File: src/design/sxr_pkg.sv
// Shared constants and types for the Selectrix bus receiver.
// Used by sxr_frame, sxr_store and selectrix_bus_receiver; depends on nothing.
package sxr_pkg;

	// Size of the channel store and packet length
	localparam int CHANNELS          = 112;
	localparam int FRAMES_PER_PACKET = 7;
	localparam int CH_W              = 7;
	localparam int RCH_W             = 8;

	// Receiver phase codes
	localparam logic [1:0] PH_SYNC = 2'd0;
	localparam logic [1:0] PH_ADDR = 2'd1;
	localparam logic [1:0] PH_DATA = 2'd2;

	// Framing positions and channel mapping constants
	localparam logic [2:0] SYNC_ZEROS     = 3'd3;
	localparam logic [2:0] ZERO_RUN_MAX   = 3'd7;
	localparam logic [2:0] ADDR_CLOSE_POS = 3'd7;
	localparam logic [3:0] DATA_CLOSE_POS = 4'd11;
	localparam logic [3:0] BASE_TOP       = 4'd15;
	localparam logic [2:0] FRAME_TOP      = 3'd6;

	// Channel write request from the framer to the store
	typedef struct packed {
		logic            en;
		logic [CH_W-1:0] ch;
		logic [7:0]      val;
	} wr_req_t;

	// Per-word framer result
	typedef struct packed {
		logic       power;
		logic [1:0] phase;
		logic       done;
		wr_req_t    wr;
	} frm_res_t;

endpackage

File: src/design/sxr_frame.sv
// Bit-level framer: sync search, address field and data frames.
// Holds the receiver state registers; depends on sxr_pkg.
module sxr_frame (
	input  logic              clk,
	input  logic              arst_n,
	input  logic              adv,     // word leaves the input stage this cycle
	input  logic              is_bit,  // word carries a bus bit
	input  logic              bit_in,
	output sxr_pkg::frm_res_t res
);

	logic [1:0] phase_q, phase_n;
	logic [2:0] zrun_q, zrun_n;
	logic [2:0] apos_q, apos_n;
	logic [3:0] base_q, base_n;
	logic [2:0] fidx_q, fidx_n;
	logic [3:0] dpos_q, dpos_n;
	logic [7:0] shift_q, shift_n;
	logic       power_q, power_n;
	logic       done_n;
	sxr_pkg::wr_req_t wr_n;

	logic       has_bit;
	logic [2:0] bitno;
	logic [7:0] shift_base;
	logic [3:0] base_inv;
	logic [2:0] frame_inv;
	logic [sxr_pkg::CH_W-1:0] ch;
	logic [2:0] fidx_inc;

	// Map a data position to its data bit number
	always_comb begin
		has_bit = 1'b1;
		bitno   = 3'd0;
		unique case (dpos_q)
			4'd0:    bitno = 3'd0;
			4'd1:    bitno = 3'd1;
			4'd3:    bitno = 3'd2;
			4'd4:    bitno = 3'd3;
			4'd6:    bitno = 3'd4;
			4'd7:    bitno = 3'd5;
			4'd9:    bitno = 3'd6;
			4'd10:   bitno = 3'd7;
			default: has_bit = 1'b0;
		endcase
	end

	// Channel for the finished byte
	assign base_inv  = sxr_pkg::BASE_TOP - base_q;
	assign frame_inv = sxr_pkg::FRAME_TOP - fidx_q;
	assign ch        = {3'b000, base_inv} + {frame_inv, 4'b0000};
	assign fidx_inc  = fidx_q + 3'd1;
	assign shift_base = (dpos_q == 4'd0) ? 8'd0 : shift_q;

	// Next state for one bus bit
	always_comb begin
		phase_n = phase_q;
		zrun_n  = zrun_q;
		apos_n  = apos_q;
		base_n  = base_q;
		fidx_n  = fidx_q;
		dpos_n  = dpos_q;
		shift_n = shift_q;
		power_n = power_q;
		done_n  = 1'b0;
		wr_n    = '0;
		if (is_bit) begin
			unique case (phase_q)
				sxr_pkg::PH_SYNC: begin
					if (!bit_in) begin
						if (zrun_q != sxr_pkg::ZERO_RUN_MAX)
							zrun_n = zrun_q + 3'd1;
					end else if (zrun_q == sxr_pkg::SYNC_ZEROS) begin
						phase_n = sxr_pkg::PH_ADDR;
						base_n  = 4'd0;
						apos_n  = 3'd0;
					end else begin
						zrun_n = 3'd0;
					end
				end
				sxr_pkg::PH_ADDR: begin
					unique case (apos_q)
						3'd0: power_n = bit_in;
						3'd2: base_n[3] = bit_in;
						3'd3: base_n[2] = bit_in;
						3'd5: base_n[1] = bit_in;
						3'd6: base_n[0] = bit_in;
						sxr_pkg::ADDR_CLOSE_POS: begin
							phase_n = sxr_pkg::PH_DATA;
							fidx_n  = 3'd0;
							dpos_n  = 4'd0;
							shift_n = 8'd0;
						end
						default: ;
					endcase
					apos_n = apos_q + 3'd1;
				end
				sxr_pkg::PH_DATA: begin
					shift_n = shift_base;
					if (has_bit) begin
						shift_n[bitno] = bit_in;
						dpos_n = dpos_q + 4'd1;
					end else if (dpos_q == 4'd2 || dpos_q == 4'd5 || dpos_q == 4'd8) begin
						dpos_n = dpos_q + 4'd1;
					end else if (dpos_q == sxr_pkg::DATA_CLOSE_POS) begin
						if (!bit_in) begin
							// closing zero: drop the byte and resync
							phase_n = sxr_pkg::PH_SYNC;
							zrun_n  = 3'd0;
							fidx_n  = 3'd0;
							dpos_n  = 4'd0;
						end else begin
							wr_n.en  = ({1'b0, ch} < 8'(sxr_pkg::CHANNELS));
							wr_n.ch  = wr_n.en ? ch : '0;
							wr_n.val = wr_n.en ? shift_q : 8'd0;
							fidx_n   = fidx_inc;
							if (fidx_inc == 3'(sxr_pkg::FRAMES_PER_PACKET)) begin
								phase_n = sxr_pkg::PH_SYNC;
								zrun_n  = 3'd0;
								fidx_n  = 3'd0;
								dpos_n  = 4'd0;
								done_n  = 1'b1;
							end else begin
								dpos_n  = 4'd0;
								shift_n = 8'd0;
							end
						end
					end else begin
						dpos_n = 4'd0;
					end
				end
				default: ;
			endcase
		end
	end

	// Advance the receiver state on each bus bit
	always_ff @(posedge clk or negedge arst_n) begin
		if (!arst_n) begin
			phase_q <= sxr_pkg::PH_SYNC;
			zrun_q  <= 3'd0;
			apos_q  <= 3'd0;
			base_q  <= 4'd0;
			fidx_q  <= 3'd0;
			dpos_q  <= 4'd0;
			shift_q <= 8'd0;
			power_q <= 1'b0;
		end else if (adv && is_bit) begin
			phase_q <= phase_n;
			zrun_q  <= zrun_n;
			apos_q  <= apos_n;
			base_q  <= base_n;
			fidx_q  <= fidx_n;
			dpos_q  <= dpos_n;
			shift_q <= shift_n;
			power_q <= power_n;
		end
	end

	assign res.power = power_n;
	assign res.phase = phase_n;
	assign res.done  = done_n;
	assign res.wr    = wr_n;

endmodule

File: src/design/sxr_store.sv
// Channel store: byte memory with per-entry valid bits cleared at reset.
// Registered read port; depends on sxr_pkg.
module sxr_store (
	input  logic                       clk,
	input  logic                       arst_n,
	input  sxr_pkg::wr_req_t           wr,
	input  logic                       rd_en,
	input  logic [sxr_pkg::RCH_W-1:0]  rd_ch,
	output logic [7:0]                 rd_data
);

	logic [7:0]                    mem [sxr_pkg::CHANNELS];
	logic [sxr_pkg::CHANNELS-1:0]  vld_q;
	logic [7:0]                    rd_data_s2;
	logic                          rd_hit_s2;
	logic                          in_range;
	logic [sxr_pkg::CH_W-1:0]      rd_idx;

	assign in_range = (rd_ch < sxr_pkg::RCH_W'(sxr_pkg::CHANNELS));
	assign rd_idx   = in_range ? rd_ch[sxr_pkg::CH_W-1:0] : '0;

	// Write the byte array
	always_ff @(posedge clk) begin
		if (wr.en)
			mem[wr.ch] <= wr.val;
	end

	// Mark written entries
	always_ff @(posedge clk or negedge arst_n) begin
		if (!arst_n) begin
			vld_q <= '0;
		end else if (wr.en) begin
			vld_q[wr.ch] <= 1'b1;
		end
	end

	// Register the read word
	always_ff @(posedge clk) begin
		if (rd_en)
			rd_data_s2 <= mem[rd_idx];
	end

	always_ff @(posedge clk or negedge arst_n) begin
		if (!arst_n) begin
			rd_hit_s2 <= 1'b0;
		end else if (rd_en) begin
			rd_hit_s2 <= in_range && vld_q[rd_idx];
		end
	end

	// Unwritten or out-of-range channels read as zero
	assign rd_data = rd_hit_s2 ? rd_data_s2 : 8'd0;

endmodule

File: src/design/selectrix_bus_receiver.sv
// Selectrix bus receiver top level: input stage, framer, store and result stage.
// Depends on sxr_pkg, sxr_frame and sxr_store.
//
// Usage:
//   Input words arrive on s_tvalid/s_tready. s_tuser selects the kind: 0 means
//   s_tdata[0] is a sampled bus bit, 1 means read the channel in s_tdata[8:1].
//   Every input word gives exactly one result word on m_tvalid/m_tready;
//   m_tlast flags the bit that closed the last data frame of a packet.
// Pipeline and throughput:
//   A word is registered in the input stage, processed there, and its result
//   is registered in the output stage, which drives m_tvalid. One word per
//   cycle is sustained while m_tready stays high; the framer state registers
//   and the channel memory take at most one write and one read per word.
// Reset:
//   arst_n clears the framer to sync search and marks every channel unwritten,
//   so all channels read as zero; no clearing sweep is needed.
// Stall:
//   When m_tready is low the result stays put and the input stage holds one
//   more word; s_tready drops only while both stages are full.
module selectrix_bus_receiver (
	input  logic        clk,
	input  logic        arst_n,
	input  logic        s_tvalid,
	output logic        s_tready,
	input  logic [15:0] s_tdata,   // [0] data_bit, [8:1] read_channel, rest zero
	input  logic        s_tuser,   // [0] func
	output logic        m_tvalid,
	input  logic        m_tready,
	output logic [31:0] m_tdata,   // [7:0] read_data, [8] track_power, [9] wrote,
	                               // [16:10] wrote_channel, [24:17] wrote_value,
	                               // [26:25] phase, rest zero
	output logic        m_tlast    // packet_done
);

	logic                       vld_s1;
	logic                       func_s1;
	logic                       bit_s1;
	logic [sxr_pkg::RCH_W-1:0]  rch_s1;
	logic                       vld_s2;
	sxr_pkg::frm_res_t          res_s2;
	sxr_pkg::frm_res_t          frm_res;
	sxr_pkg::wr_req_t           wr_req;
	logic                       s2_free;
	logic                       adv;
	logic [7:0]                 rd_data;

	// Handshake between the two stages
	assign s2_free  = !vld_s2 || m_tready;
	assign adv      = vld_s1 && s2_free;
	assign s_tready = !vld_s1 || s2_free;

	// Input stage
	always_ff @(posedge clk or negedge arst_n) begin
		if (!arst_n) begin
			vld_s1 <= 1'b0;
		end else if (s_tready) begin
			vld_s1 <= s_tvalid;
		end
	end

	always_ff @(posedge clk) begin
		if (s_tready && s_tvalid) begin
			func_s1 <= s_tuser;
			bit_s1  <= s_tdata[0];
			rch_s1  <= s_tdata[8:1];
		end
	end

	// Framer
	sxr_frame u_frame (
		.clk    (clk),
		.arst_n (arst_n),
		.adv    (adv),
		.is_bit (!func_s1),
		.bit_in (bit_s1),
		.res    (frm_res)
	);

	// Write only when the word actually advances
	always_comb begin
		wr_req    = frm_res.wr;
		wr_req.en = frm_res.wr.en && adv;
	end

	// Channel store
	sxr_store u_store (
		.clk     (clk),
		.arst_n  (arst_n),
		.wr      (wr_req),
		.rd_en   (adv),
		.rd_ch   (func_s1 ? rch_s1 : sxr_pkg::RCH_W'(sxr_pkg::CHANNELS)),
		.rd_data (rd_data)
	);

	// Result stage
	always_ff @(posedge clk or negedge arst_n) begin
		if (!arst_n) begin
			vld_s2 <= 1'b0;
		end else if (s2_free) begin
			vld_s2 <= vld_s1;
		end
	end

	always_ff @(posedge clk) begin
		if (adv)
			res_s2 <= frm_res;
	end

	assign m_tvalid = vld_s2;
	assign m_tlast  = res_s2.done;
	assign m_tdata  = {5'd0, res_s2.phase, res_s2.wr.val, res_s2.wr.ch,
	                   res_s2.wr.en, res_s2.power, rd_data};

`ifndef SYNTHESIS
	a_stall_only_when_full: assert property (@(posedge clk) disable iff (!arst_n)
		!s_tready |-> (m_tvalid && !m_tready))
		else $error("input stalled while output stage can move");
	a_done_resyncs: assert property (@(posedge clk) disable iff (!arst_n)
		(m_tvalid && m_tlast) |-> (m_tdata[26:25] == sxr_pkg::PH_SYNC))
		else $error("packet end not followed by sync search");
	a_write_in_range: assert property (@(posedge clk) disable iff (!arst_n)
		(m_tvalid && m_tdata[9]) |-> ({1'b0, m_tdata[16:10]} < 8'(sxr_pkg::CHANNELS)))
		else $error("channel write out of range");
	a_read_no_write: assert property (@(posedge clk) disable iff (!arst_n)
		(m_tvalid && m_tdata[7:0] != 8'd0) |-> !m_tdata[9])
		else $error("read word reports a write");
`endif

endmodule
File: config.mk
export PLATFORM = sky130hd
export DESIGN_NAME = selectrix_bus_receiver
export DESIGN_NICKNAME = d
export VERILOG_FILES = /design/src/design/sxr_pkg.sv /design/src/design/sxr_frame.sv /design/src/design/sxr_store.sv /design/src/design/selectrix_bus_receiver.sv
export SDC_FILE = /design/constraint.sdc
export NUM_CORES = 2
export LEC_CHECK = 0
export BUFFER_PORTS_ARGS = -buffer_cell sky130_fd_sc_hd__buf_2
export CORE_UTILIZATION = 25
export DETAILED_ROUTE_END_ITERATION = 8
export SLEW_MARGIN = 30
export SYNTH_ARGS = -nofsm -noshare
export SYNTH_HDL_FRONTEND = slang
export SYNTH_SLANG_ARGS = --single-unit
File: constraint.sdc
create_clock -name clk -period 4 [get_ports clk]
set_clock_uncertainty 0.05 [all_clocks]
set_input_delay 0.8 -clock clk [delete_from_list [all_inputs] [get_ports clk]]
set_output_delay 0.8 -clock clk [all_outputs]
set_load 0.005 [all_outputs]
---- After elaboration in Yosys (flattened, before gate mapping) ----
Memory sizes are Yosys's and may differ from the RTL's. A register that Yosys moved wholly into a read port is not among the register bits.
Index checks and enable logic that the tools add are counted.
storage, ports and cells
  input port bits ......................... 21
  RAM bits ................................ 896
  memories kept ........................... 1
  flip-flop bits (word level) ............. 173
cells by class
  add/sub/neg operators ................... 7
  order comparisons ....................... 7
  eq/ne operators ......................... 34
  muxes and demuxes ....................... 74
  bitwise gates (word level) .............. 5
  reduce and logical (&&, ||, !) cells .... 30
memory list
  memory       depth  width  rd ports  clocked after Yosys merged registers in  write ports  line             source
  u_store.mem  112    8      1         1                                        1            sxr_store.sv:12  logic [7:0] mem [sxr_pkg::CHANNELS];
operators with widths
  cell                 number
  $or 112x112->112     1
  $mux 16              6
  $mux 8               10
  $mux 3               16
  $reduce_and 6->1     4
  $pmux 3 s7           1
  $mux 4               5
  $mux 2               9
  $pmux 3 s2           3
  $eq 4x3->1 const B   4
  $eq 4x4->1 const B   4
  $lt 7x8->1 const B   2
  $pmux 4 s2           2
  $pmux 8 s2           1
  $mux 1               14
  $mux 7               2
  $ne 2x2->1 const B   7
  $eq 3x3->1 const B   4
  $add 3x1->3 const B  3
  $eq 3x2->1 const B   3
  $reduce_and 9->1     1
  $bwmux 8             1
  $eq 4x2->1 const B   2
  $lt 8x7->1 const B   1
  31 further kinds     51

---- Logic depth before layout (Yosys ltp) ----
  word-level depth ........................ 15
  depth in mapped cells ................... 15

---- By module ----
Synthesis repeated with hierarchy kept, for this count alone.
second synthesis, totals
  cell total of the unflattened synthesis .. 3,107
  area, all modules ....................... 44,535.2 sq um
modules (own cells, without submodules)
  module                  times used  area an instance (sq um)  cells each
  sxr_store               1           41,249.6                  2,798
  sxr_frame               1           2,182.1                   255
  selectrix_bus_receiver  1           1,103.6                   54

---- Worst setup path after synthesis ----
OpenSTA, ideal clock, no wires.
  kind .................................... flip-flop to flip-flop
  from .................................... reg u_frame.dpos_q[0]
  to ...................................... reg res_s2 (netlist bit m_tdata[23]) (data pin)
  library setup time ...................... 0.497 ns
  cell stages (with the launch flop) ...... 9
  data required time ...................... 3.453 ns
  buffers on the path ..................... 2
  path slack .............................. 0.271 ns
  data arrival time ....................... 3.182 ns
  cells stage by stage .................... dfrtp_1 inv_1 ha_1 buf_2 nor3_2 nand3_1 nor3_2 clkbuf_1 and3_1
RTL lines
  element                 line                           source
  start, declared         sxr_frame.sv:17                logic [3:0] dpos_q, dpos_n;
  start signal, assigned  sxr_frame.sv:154               dpos_q <= dpos_n;
  end signal, assigned    selectrix_bus_receiver.sv:106  res_s2 <= frm_res;
  end, declared           selectrix_bus_receiver.sv:40   sxr_pkg::frm_res_t res_s2;

---- Worst setup path after layout ----
  from .................................... reg rch_s1[7] (netlist bit)
  to ...................................... reg u_store.rd_data_s2[0] (read register of u_store.mem) (data pin)
on the way
  word-level cells in the longest chain between the ends .. 3
RTL lines
  element                 line                          source
  start, declared         selectrix_bus_receiver.sv:38  logic [sxr_pkg::RCH_W-1:0] rch_s1;
  start signal, assigned  selectrix_bus_receiver.sv:65  rch_s1 <= s_tdata[8:1];
  $mux 8                  selectrix_bus_receiver.sv:91  .rd_ch (func_s1 ? rch_s1 : sxr_pkg::RCH_W'(sxr_pkg::CHANNELS)),
  $lt 8x7->1              sxr_store.sv:19               assign in_range = (rd_ch < sxr_pkg::RCH_W'(sxr_pkg::CHANNELS));
  $mux 7                  sxr_store.sv:20               assign rd_idx = in_range ? rd_ch[sxr_pkg::CH_W-1:0] : '0;
  end, declared           sxr_store.sv:14               logic [7:0] rd_data_s2;
Every way passes these cells.
A chain may end at the register's enable or synchronous reset.

==> impl_results.md <==
- Status: finished, final reports clean
- Clock buffer depth: 3
- H-tree levels: 3
- Number of global-route vias before repair: 27820
- Startpoint types: flip-flop
- WHS: 0.1339 ns
- Critical setup path kind: flip-flop to flip-flop
- Post-synthesis mux area share: 3.793%
- Most frequent cell after synthesis: edfxtp_1
- Post-Synth Simple-Gate Area: 12.47%
- Clk pin slew, worst setup/hold paths: 0.06 ns
- Design Power: 23.43 mW
- Post-layout worst setup margin: 0.04760 ns
- Register area share after synthesis: 71.92%
- Vias: 28580
- Synth warnings: 0
- Synth Area in Compound Gates: 8.829%
- Place WS: 0.1603 ns
- Post-DP HPWL: 83.10 mm
- Adder-cell area share of the yosys netlist: 0.5691%
- First-pass GRT wire length: 188.5 mm
- Core Util, Final: 30.05%
- Crit-path max FO: 54
- Length of the first detailed-routing pass in iterations: 5
- Initial Util: 25.24%
- Die Y: 421.4 um
- Logic gate share of total power: 5.5%
- Drt wl/cell: 21.70 um
- GRT Total Usage: 14.11%
- Period utilization: 98.81%
- Largest family of logic cells by synthesized area: simple AND/OR/NAND/NOR gates
- Post-synthesis cell area: 0.04397 mm2
- Fmax: 253.0 MHz
- Post-CTS Hold Buffers: 0
- Area of the multi-input gates: 0.01141 mm2
- Final cell count without fillers: 5921
- GPL Wtd Cong: 0.8832
- Sequential Power Share: 52.2%
- IO Port Bufs: 43
- Clock power frac: 42.3%
- Post-Route WL: 128.5 mm
- Post-Synth XOR/XNOR Area: 0.03983%
- Final-report hold violation count: 0
- Setup TNS: 0 ns
- Rows: 153
- I/O pin total: 56
- Core Region: 0.1742 mm2
- Top cells by count, synth: 934 x edfxtp_1, 557 x nand2_1, 174 x nor2_1
- Placed insts: 5716
- Final Max Slew Viols: 0
- Post-layout min period: 3.952 ns
- Initial DRC count: 2966
- Hold Crit Class: primary input to async pin
- Synth top area cells: edfxtp_1 64%, dfrtp_1 8.1%, nand2_1 4.8%
- Area Growth Syn to Fin: 19.04%
- Top cell type by total area after synthesis: edfxtp_1
- Slew of the pin with the lowest slew margin: 1.022 ns
- Die Area: 0.1776 mm2
- Post-CTS sizing: 0
- Worst vdd ir: 319.7 uV
- Max cap viols: 0
- CTS Root Cell: clkbuf_16
- Leakage: 20.33 nW
- Final #Nets: 3543
- Post-CTS setup buffer count: 0
- Via/cell ratio: 4.827
- CTS tree: yes
- TritonCTS Buffers: 109
- Synth unique cells: 78
- Yosys top cell area share: 63.78%
- Worst path required time: 4.44 ns
- Number of flops mapped to enable cells by yosys: 934
- Antenna violations before repair: 4
- Dominant synthesized flop cell: edfxtp_1
- Clock latency at the later pin of the worst-skew pair: 0.70 ns
- DRC: 0
- Worst setup EP type: flip-flop
- Grt ovf: 0
- Register bit total from synthesis: 1077
- Cell-internal power: 18.21 mW
- Crit path DAT: 4.39 ns
- Pin count of the biggest net entering global routing: 114
- Layout cells sized above 1: 18.14%
- Placed Area: 0.04885 mm2
- Final Instance Area: 0.05235 mm2
- Sequential Area: 0.03163 mm2
- Pwr dens: 447.6 mW/mm2
- Sw frac: 22.26%
- RSZ-0062 raised after global routing: false
- Syn Area/Cell: 13.51 um2
- Psw: 5.215 mW
- Setup violators final: 0
- Antenna-violating nets left: 0
- Clk sinks: 1077
- Cells after synthesis: 3254
- Slew headroom: 31.56%
- Fill cell count: 17430
- Die width: 421.4 um
- Post-synth ARST share: 13.28%
## path summary, 6_finish.rpt
| path | slack (ns) | start | endpoint | cells past startpoint |
|---|---|---|---|---|
| max | 0.05 | rch_s1[7] | u_store.rd_data_s2[0] | 10 |
| min | 0.13 | arst_n | vld_s1 | 1 |
| max reg2reg | 0.05 | rch_s1[7] | u_store.rd_data_s2[0] | 10 |
| min reg2reg | 0.41 | u_store.vld_q[12] | u_store.vld_q[12] | 1 |
| max in group asynchronous | 2.87 | arst_n | u_store.vld_q[35] | 2 |
| min in group clk | 0.23 | s_tdata[1] | rch_s1[0] | 1 |
## cell usage in the layout (no fill, tap or decap), types with 40 or more instances in the layout
| cell type | Yosys | final |
|---|---|---|
| a211oi_1 | 62 | 62 |
| a21oi_1 | 165 | 165 |
| a31oi_1 | 54 | 54 |
| buf_2 | 97 | 42 |
| buf_4 | 10 | 272 |
| clkbuf_16 | 0 | 113 |
| dfrtp_1 | 143 | 143 |
| edfxtp_1 | 934 | 934 |
| mux2i_1 | 125 | 125 |
| nand2_1 | 557 | 554 |
| nand3_1 | 131 | 130 |
| nor2_1 | 174 | 172 |
| o21ai_0 | 63 | 63 |
| o22ai_1 | 40 | 40 |
| or2_2 | 89 | 89 |
## flip-flops by register name (all words and copies together) (netlist names), 4 cells and up
name,cells
u_frame.dpos_q,4
m_tdata,19
u_store.mem,896
u_store.vld_q,112
u_frame.shift_q,8
u_store.rd_data_s2,8
rch_s1,8
u_frame.base_q,4
## layer usage
layer	up-vias	GRT usage, %	wire length (um)
met4	4	5.303	4240
met1	14460	19.06	54600
met5	-	0	27
li1	12720	-	-
met2	1172	22.59	60190
met3	233	2.388	9432
## critical path: stages, from the launching register on
cell and delay, ns:
edfxtp_1 0.53, and3b_1 0.41, and2_4 0.45, buf_12 0.31, nor2_1 0.31, a32o_1 0.30
a31oi_1 0.34, o22ai_1 0.14, a211oi_1 0.39, buf_4 0.21, a221o_1 0.22
## power by group through the flow
stage	Clock (mW)	Sequential (mW)	Combinational, mW
after global routing	10.5	12.2	1.38
final	9.92	12.2	1.29
after detailed placement	0	12.5	1.27
after global placement	0	12.5	1.25
after floorplan	0	12.4	0.761
after CTS	10.0	12.2	1.28
## layout make-up
| class | instances | share of cell area, % |
|---|---|---|
| timing repair buffer | 343 | 5.409 |
| inverter | 22 | 0.1578 |
| tap | 2325 | 5.557 |
| sequential | 1077 | 60.42 |
| antenna | 1 | 0.004780 |
| multi-input combinational | 1949 | 21.79 |
| clock buffer | 159 | 6.038 |
| clock inverter | 45 | 0.6262 |
## cell families after synthesis
family | after synthesis
AOI/OAI and AO/OA | 581
muxes | 153
adders and majority gates | 20
and+or+nand+nor | 1188
xor gates and xnor gates | 2
DFF | 1077
other | 1
buffers and inverters | 232
No activity file was read; power rests on OpenSTA's default activity.
